===== src/design/rtnh_pkg.sv =====
// Shared types and constants for the route table next-hop lookup unit.
`default_nettype none
package rtnh_pkg;

   localparam int ADDR_W  = 32;
   localparam int INDEX_W = 4;
   localparam int PORT_W  = 2;

   // Interfaces that exist; a write naming a higher port is dropped.
   localparam int PORT_COUNT = 4;

   typedef enum logic {
      KIND_WRITE  = 1'b0,
      KIND_LOOKUP = 1'b1
   } kind_type;

   typedef struct packed {
      logic [0:0]         kind;
      logic [INDEX_W-1:0] entry_index;
      logic               entry_valid;
      logic [ADDR_W-1:0]  route_dest;
      logic [ADDR_W-1:0]  route_mask;
      logic [ADDR_W-1:0]  route_gateway;
      logic [PORT_W-1:0]  route_port;
      logic [ADDR_W-1:0]  lookup_addr;
   } req_word_type;

   typedef struct packed {
      logic               found;
      logic [INDEX_W-1:0] matched_index;
      logic [PORT_W-1:0]  out_port;
      logic [ADDR_W-1:0]  next_hop_addr;
      logic               used_default;
   } rsp_word_type;

   // Slot load broadcast to every cell.
   typedef struct packed {
      logic               en;
      logic [INDEX_W-1:0] index;
      logic               valid;
      logic [ADDR_W-1:0]  dest;
      logic [ADDR_W-1:0]  mask;
      logic [ADDR_W-1:0]  gateway;
      logic [PORT_W-1:0]  port;
   } slot_write_type;

   // Search token handed from cell to cell.
   typedef struct packed {
      logic               active;
      logic [ADDR_W-1:0]  addr;
      logic               hit;
      logic [INDEX_W-1:0] hit_index;
      logic [PORT_W-1:0]  hit_port;
      logic [ADDR_W-1:0]  hit_gateway;
      logic               dflt;
      logic [INDEX_W-1:0] dflt_index;
      logic [PORT_W-1:0]  dflt_port;
      logic [ADDR_W-1:0]  dflt_gateway;
   } token_type;

endpackage
`default_nettype wire


===== src/design/rtnh_cell.sv =====
// One route slot plus its stage of the search chain.
`default_nettype none
module rtnh_cell #(
   parameter int CELL_INDEX = 0
) (
   input  wire                    clock,
   input  wire                    reset,
   input  rtnh_pkg::slot_write_type slot_write,
   input  rtnh_pkg::token_type     token_in,
   output rtnh_pkg::token_type     token_out
);

   localparam bit REACHABLE = (CELL_INDEX < (1 << rtnh_pkg::INDEX_W));
   localparam logic [rtnh_pkg::INDEX_W-1:0] MY_INDEX = rtnh_pkg::INDEX_W'(CELL_INDEX);

   logic                          valid_ff;
   logic [rtnh_pkg::ADDR_W-1:0]   dest_ff;
   logic [rtnh_pkg::ADDR_W-1:0]   mask_ff;
   logic [rtnh_pkg::ADDR_W-1:0]   gateway_ff;
   logic [rtnh_pkg::PORT_W-1:0]   port_ff;
   logic                          load;
   logic                          specific_match;
   logic                          default_match;
   rtnh_pkg::token_type           token_ff;
   rtnh_pkg::token_type           token_stage_in;

   assign load = REACHABLE && slot_write.en && (slot_write.index == MY_INDEX);

   always_ff @(posedge clock) begin
      if (reset) begin
         valid_ff <= 1'b0;
      end else if (load) begin
         valid_ff <= slot_write.valid;
      end
   end

   always_ff @(posedge clock) begin
      if (load) begin
         dest_ff    <= slot_write.dest;
         mask_ff    <= slot_write.mask;
         gateway_ff <= slot_write.gateway;
         port_ff    <= slot_write.port;
      end
   end

   assign specific_match = valid_ff && (dest_ff != '0)
                           && (((token_in.addr ^ dest_ff) & mask_ff) == '0);
   assign default_match  = valid_ff && (dest_ff == '0);

   // Keep the first hit of each kind; later cells leave it alone.
   always_comb begin
      token_stage_in = token_in;
      if (!token_in.hit && specific_match) begin
         token_stage_in.hit         = 1'b1;
         token_stage_in.hit_index   = MY_INDEX;
         token_stage_in.hit_port    = port_ff;
         token_stage_in.hit_gateway = gateway_ff;
      end
      if (!token_in.dflt && default_match) begin
         token_stage_in.dflt         = 1'b1;
         token_stage_in.dflt_index   = MY_INDEX;
         token_stage_in.dflt_port    = port_ff;
         token_stage_in.dflt_gateway = gateway_ff;
      end
   end

   always_ff @(posedge clock) begin
      if (reset) begin
         token_ff.active <= 1'b0;
      end else begin
         token_ff.active <= token_in.active;
      end
      token_ff.addr         <= token_stage_in.addr;
      token_ff.hit          <= token_stage_in.hit;
      token_ff.hit_index    <= token_stage_in.hit_index;
      token_ff.hit_port     <= token_stage_in.hit_port;
      token_ff.hit_gateway  <= token_stage_in.hit_gateway;
      token_ff.dflt         <= token_stage_in.dflt;
      token_ff.dflt_index   <= token_stage_in.dflt_index;
      token_ff.dflt_port    <= token_stage_in.dflt_port;
      token_ff.dflt_gateway <= token_stage_in.dflt_gateway;
   end

   assign token_out = token_ff;

endmodule
`default_nettype wire


===== src/design/route_table_next_hop_lookup_unit.sv =====
// Top level of the route table next-hop lookup unit.
`default_nettype none
// Route table with a default route. Each request word is either a slot write
// (kind 0) or an address lookup (kind 1), taken when start is high and busy is
// low. A slot write lands in its cell's registers and produces no response;
// busy stays low, so writes may be issued back to back. Writes with an index
// past the table or a port past the interface count are dropped. A lookup
// launches a search token into a row of TABLE_DEPTH cells, one cell per route
// slot; the token visits one cell per cycle, keeping the first specific match
// and the first default slot it sees. The response word sits on rsp_word for
// exactly one cycle with rsp_strobe high; that cycle follows the token's pass
// through every cell register and then the response register, and it ends at
// the next edge, where it must be captured: there is no backpressure. Busy is
// high from the cycle after a lookup is taken until the strobe cycle, during
// which a new word may already be taken; a new lookup is not taken before the
// last one has left the cell chain. Only slots 0 to 15 can be addressed.
module route_table_next_hop_lookup_unit #(
   parameter int TABLE_DEPTH = 16
) (
   input  wire                   clock,
   input  wire                   reset,
   input  wire                   start,
   output logic                  busy,
   input  rtnh_pkg::req_word_type req_word,
   output logic                  rsp_strobe,
   output rtnh_pkg::rsp_word_type rsp_word
);

   logic                          accept;
   logic                          lookup_accept;
   logic                          busy_ff;
   logic                          busy_in;
   logic                          rsp_strobe_ff;
   logic                          rsp_strobe_in;
   rtnh_pkg::rsp_word_type        rsp_word_ff;
   rtnh_pkg::rsp_word_type        rsp_word_in;
   rtnh_pkg::slot_write_type      slot_write;
   rtnh_pkg::token_type           head_token;
   rtnh_pkg::token_type           chain [TABLE_DEPTH+1];
   rtnh_pkg::token_type           last_token;

   assign accept        = start && !busy_ff;
   assign lookup_accept = accept && (req_word.kind == rtnh_pkg::KIND_LOOKUP);

   // Broadcast slot loads; drop ports past the interface count.
   always_comb begin
      slot_write.en      = accept && (req_word.kind == rtnh_pkg::KIND_WRITE)
                           && (int'(req_word.route_port) < rtnh_pkg::PORT_COUNT);
      slot_write.index   = req_word.entry_index;
      slot_write.valid   = req_word.entry_valid;
      slot_write.dest    = req_word.route_dest;
      slot_write.mask    = req_word.route_mask;
      slot_write.gateway = req_word.route_gateway;
      slot_write.port    = req_word.route_port;
   end

   // Inject a fresh token at the head of the chain.
   always_comb begin
      head_token        = '0;
      head_token.active = lookup_accept;
      head_token.addr   = req_word.lookup_addr;
   end

   assign chain[0] = head_token;

   for (genvar i = 0; i < TABLE_DEPTH; i++) begin : g_cell
      rtnh_cell #(
         .CELL_INDEX (i)
      ) u_cell (
         .clock      (clock),
         .reset      (reset),
         .slot_write (slot_write),
         .token_in   (chain[i]),
         .token_out  (chain[i+1])
      );
   end

   assign last_token = chain[TABLE_DEPTH];

   // Specific match wins over the default; nothing found gives all zeros.
   always_comb begin
      rsp_word_in = '0;
      if (last_token.hit) begin
         rsp_word_in.found         = 1'b1;
         rsp_word_in.matched_index = last_token.hit_index;
         rsp_word_in.out_port      = last_token.hit_port;
         rsp_word_in.next_hop_addr = (last_token.hit_gateway != '0)
                                     ? last_token.hit_gateway : last_token.addr;
      end else if (last_token.dflt) begin
         rsp_word_in.found         = 1'b1;
         rsp_word_in.matched_index = last_token.dflt_index;
         rsp_word_in.out_port      = last_token.dflt_port;
         rsp_word_in.next_hop_addr = (last_token.dflt_gateway != '0)
                                     ? last_token.dflt_gateway : last_token.addr;
         rsp_word_in.used_default  = 1'b1;
      end
   end

   assign rsp_strobe_in = last_token.active;

   // Hold busy while a token is in the chain; release as it leaves.
   always_comb begin
      busy_in = busy_ff;
      if (busy_ff && last_token.active) begin
         busy_in = 1'b0;
      end else if (lookup_accept) begin
         busy_in = 1'b1;
      end
   end

   always_ff @(posedge clock) begin
      if (reset) begin
         busy_ff       <= 1'b0;
         rsp_strobe_ff <= 1'b0;
      end else begin
         busy_ff       <= busy_in;
         rsp_strobe_ff <= rsp_strobe_in;
      end
   end

   always_ff @(posedge clock) begin
      rsp_word_ff <= rsp_word_in;
   end

   assign busy       = busy_ff;
   assign rsp_strobe = rsp_strobe_ff;
   assign rsp_word   = rsp_word_ff;

   // A lookup keeps the unit busy until its token leaves the chain.
   a_lookup_sets_busy: assert property (@(posedge clock) disable iff (reset)
      lookup_accept |=> busy)
      else $error("busy not raised after lookup");

   // Only one token in flight, so strobes never come back to back.
   a_strobe_spacing: assert property (@(posedge clock) disable iff (reset)
      rsp_strobe |=> !rsp_strobe)
      else $error("back-to-back response strobes");

   // A miss reports all-zero fields.
   a_miss_zero: assert property (@(posedge clock) disable iff (reset)
      (rsp_strobe && !rsp_word.found) |-> (rsp_word.matched_index == '0
         && rsp_word.out_port == '0 && rsp_word.next_hop_addr == '0
         && !rsp_word.used_default))
      else $error("miss with nonzero fields");

   // A response only comes out of a busy unit.
   a_strobe_while_busy: assert property (@(posedge clock) disable iff (reset)
      rsp_strobe |-> $past(busy))
      else $error("response without a lookup in flight");

endmodule
`default_nettype wire


===== config.mk =====
export PLATFORM = sky130hd
export DESIGN_NAME = route_table_next_hop_lookup_unit
export DESIGN_NICKNAME = d
export VERILOG_FILES = /design/src/design/rtnh_pkg.sv /design/src/design/rtnh_cell.sv /design/src/design/route_table_next_hop_lookup_unit.sv
export SDC_FILE = /design/constraint.sdc
export NUM_CORES = 2
export LEC_CHECK = 0
export BUFFER_PORTS_ARGS = -buffer_cell sky130_fd_sc_hd__clkbuf_2
export CAP_MARGIN = 40
export CORE_ASPECT_RATIO = 1.4
export CORE_UTILIZATION = 58
export CTS_BUF_LIST = sky130_fd_sc_hd__clkbuf_4
export CTS_CLUSTER_SIZE = 10
export DETAILED_ROUTE_END_ITERATION = 10
export PLACE_DENSITY = 0.77
export SYNTH_ARGS = -nofsm -noshare
export SYNTH_HDL_FRONTEND = slang
export SYNTH_SLANG_ARGS = --single-unit
export TNS_END_PERCENT = 1

===== constraint.sdc =====
create_clock -name clock -period 9.5 [get_ports clock]
set_input_delay 1.9 -clock clock [delete_from_list [all_inputs] [get_ports clock]]
set_output_delay 1.9 -clock clock [all_outputs]
set_load 0.01 [all_outputs]

==> flow_metrics.py <==
metrics = {
    "logic_synthesis": {
        "ys.flop_type": "dfxtp_1",
        "synth_edf_count": 1568,
        "ys_top_cells_by_area": "edfxtp_1 (44%), dfxtp_1 (34%), mux2_2 (9.6%)",
        "synth_nets": 6295,
        "synth_area_leader_cell": "edfxtp_1",
        "synth_cell_type_count": 40,
        "yosys.area.top_type_share": 0.440,
        "syn_inst": 6156,
        "synth_area_mm2": 0.107,
        "ys_ff_latch": 3372,
        "synth.avg_cell_area_um2": 17.4,
        "yosysMostFrequentCell": "dfxtp_1",
        "synth_common_cells": "dfxtp_1 (1804), edfxtp_1 (1568), mux2_2 (910), xor2_1 (512), nor4_1 (154)",
        "synthArstFlopShare": 0,
        "synth_seq_area_share": 0.777,
        "synth_warnings": 0,
    },
    "floorplan": {
        "die_w_um": 365,
        "die_area_mm2": 0.186,
        "io_pins": 181,
        "floorplan.initialDensity": 0.584,
        "coreArea_mm2": 0.183,
        "die_h_um": 510,
        "rows": 186,
    },
    "route": {
        "drt_wl_total_mm": 262,
        "ant_nets": 0,
        "post_drt_wl_per_cell_um": 25.9,
        "vias": 55500,
        "first_pass_iters": 5,
        "viasPerCell": 5.51,
        "drc": 0,
        "dr.first_iter.drc_count": 4379,
    },
    "worst_setup_path": {
        "cp.arrival_ns": 5.27,
        "rr_startpoint": "g_cell[9].u_cell.dest_ff[26]",
        "ff2ff_setup_slack_ns": 5.51,
        "start_kind": "primary input",
        "reg2reg_depth": 7,
        "worst_setup_path_end_kind": "flop",
        "critPathRequiredTime_ns": 10.60,
        "cp_max_fo": 71,
        "critPathKind": "primary input to flop",
        "worstReg2RegEnd": "g_cell[9].u_cell.token_out[14]",
    },
    "finish": {
        "drive_above_1_share": 0.342,
        "finish.utilization": 0.662,
        "finalInstanceArea_mm2": 0.121,
        "fin_nets": 7165,
        "final_cells": 10100,
        "area_delta_synth_final_pct": 13.4,
        "seqCellArea_mm2": 0.0832,
        "multi_input_area_mm2": 0.0232,
        "n_fill_cell": 12500,
    },
    "power_and_ir_drop": {
        "power_mw": 26.9,
        "powerDensity_mw_per_mm2": 222,
        "p_leak_nw": 47.3,
        "vdd_drop_max_mv": 0.166,
    },
    "hold_path": {
        "min_path_type": "flop to flop",
        "min_to": "g_cell[1].u_cell.token_out[101]",
        "min_from": "g_cell[0].u_cell.token_out[101]",
        "holdPathStages": 0,
    },
    "sta": {
        "slew_viol_final": 0,
        "max_freq_mhz": 240,
        "grt_setup_unrepaired": "no",
        "fin_ws_ns": 5.33,
        "period_needed_ns": 4.17,
        "tightest_slew_ns": 0.992,
        "finClkSkew_ns": 0.105,
        "finalHoldViolCount": 0,
        "relSlewSlack": 0.333,
        "setup_viol": 0,
        "post-route-period-util": 0.439,
    },
    "placement": {
        "io_buffers": 180,
        "place.gp.congestion": 1.02,
        "dpl.hpwl_mm": 180,
        "placed_area_mm2": 0.112,
        "dp_cells": 8736,
        "dpl_worst_slack_ns": 4.15,
    },
    "grt": {
        "grt_use_total": 0.281,
        "grt_max_degree": 81,
        "overflow": 0,
        "grt_pass1_wl_mm": 373,
        "antenna_found_initial": 12,
        "grt_pass1_vias": 59500,
    },
    "job": {
        "maxCapViolCount": 0,
    },
    "run_status": {
        "status": "completed",
    },
    "clocking": {
        "cts_resized": 0,
        "clk_latency_ns": 1.29,
        "hold_buffers": 0,
        "htree_levels": 6,
        "cts_tree": "built",
        "cts_setup_buffers": 0,
        "clk_path_buf_depth": 4,
        "clk_pin_slew_worst_paths_ns": 0.06,
        "cts-root-buf": "clkbuf_4",
        "cts_made_buffers": 731,
        "cts_num_sinks": 3372,
    },
}
## kinds of logic (layout without fill, tap and decap cells)
logic type / Yosys count / count (layout) / synth area share
buf+inv: 175 / 1655 / 0.00874
other cells: 0 / 6 / 0
mux: 1024 / 1024 / 0.111
flops: 3372 / 3372 / 0.777
compound gates: 323 / 323 / 0.0220
simple gates: 750 / 750 / 0.0391
xor+xnor: 512 / 512 / 0.0419
## per-stage QoR
stage          setup TNS (ns)  hold slack, ns
6_report                    0           0.307
5_1_grt                     0           0.321
4_1_cts                     0           0.316
3_5_place_dp                0           0.354
3_3_place_gp                0           0.353
2_1_floorplan         -115.46           0.349
## how the worst max path moves through the flow
| stage | from | endpoint | slack [ns] | depth (start not counted) |
|---|---|---|---|---|
| after global routing | start | g_cell[12].u_cell.valid_ff | 5.36 | 8 |
| after detailed placement | start | g_cell[12].u_cell.valid_ff | 4.15 | 8 |
| after CTS | g_cell[9].u_cell.dest_ff[26] | g_cell[9].u_cell.token_out[14] | 5.51 | 7 |
| final | start | g_cell[12].u_cell.valid_ff | 5.33 | 8 |
| after floorplan | req_word[135] | g_cell[8].u_cell.valid_ff | -0.55 | 6 |
| after global placement | start | g_cell[12].u_cell.valid_ff | 4.20 | 8 |
## layout by cell type (no fill, tap or decap), drive strengths merged, types with 4 or more instances in the layout
cell type	netlist	routed
or2	29	29
diode	0	6
nand4b	23	23
dfxtp	1804	1804
a22oi	110	110
clkdlybuf4s15	0	5
o22ai	32	32
o21ai	13	13
nand3	35	35
clkinvlp	0	9
a222oi	12	12
nand4	87	87
nand2b	60	60
inv	37	52
nor2	84	84
nor3	8	8
a21oi	76	76
a221oi	37	37
nor4	154	154
a22o	42	42
clkinv	0	143
or4	20	20
nor2b	37	37
bufinv	0	10
and3	42	42
mux2i	4	4
clkbuf	43	1347
edfxtp	1568	1568
and2	18	18
buf	95	88
mux2	1020	1020
xor2	512	512
nand2	149	149
## critical path, cell delays in order
cell and delay (ns):
clkbuf_2 0.09, nor3b_1 0.44, nand3_1 0.59, nor3_2 0.39, buf_4 0.58, buf_4 0.79, mux2i_1 0.28, nor2_1 0.07
## registers in the layout, summed over array words and instances, names as in the netlist
| register | cells |
|---|---|
| g_cell.u_cell.port_ff | 32 |
| rsp_strobe | 1 |
| busy | 1 |
| g_cell.u_cell.gateway_ff | 512 |
| rsp_word | 40 |
| g_cell.u_cell.valid_ff | 16 |
| g_cell.u_cell.mask_ff | 512 |
| g_cell.u_cell.dest_ff | 512 |
| g_cell.u_cell.token_out | 1746 |
## where the power goes
group	leakage [nW]	total [mW]	switching [mW]	internal, mW
logic	12.6	0.438	0.329	0.109
clock network	5.85	11.1	5.21	5.85
registers	28.8	15.4	0.114	15.3
## layout make-up
type                            count  share of cell area
Antenna cell                        6            0.000124
Multi-Input combinational cell   2609               0.191
Clock buffer                     1166              0.0721
Tap cell                         2444              0.0252
Timing Repair Buffer              275              0.0166
Sequential cell                  3372               0.685
Clock inverter                    177             0.00832
Inverter                           37             0.00114
## layer usage
metal | GRT usage | part of all wire | wire length, µm | vias to the layer above
met5 | 0 | 0.000050 | 13 | -
met2 | 0.500 | 0.52 | 136000 | 2212
met4 | 0.218 | 0.081 | 21200 | 2
met3 | 0.0489 | 0.054 | 14200 | 696
met1 | 0.294 | 0.34 | 90000 | 27700
li1 | - | - | - | 24900
Note: power is estimated with default switching activity, not from simulation.
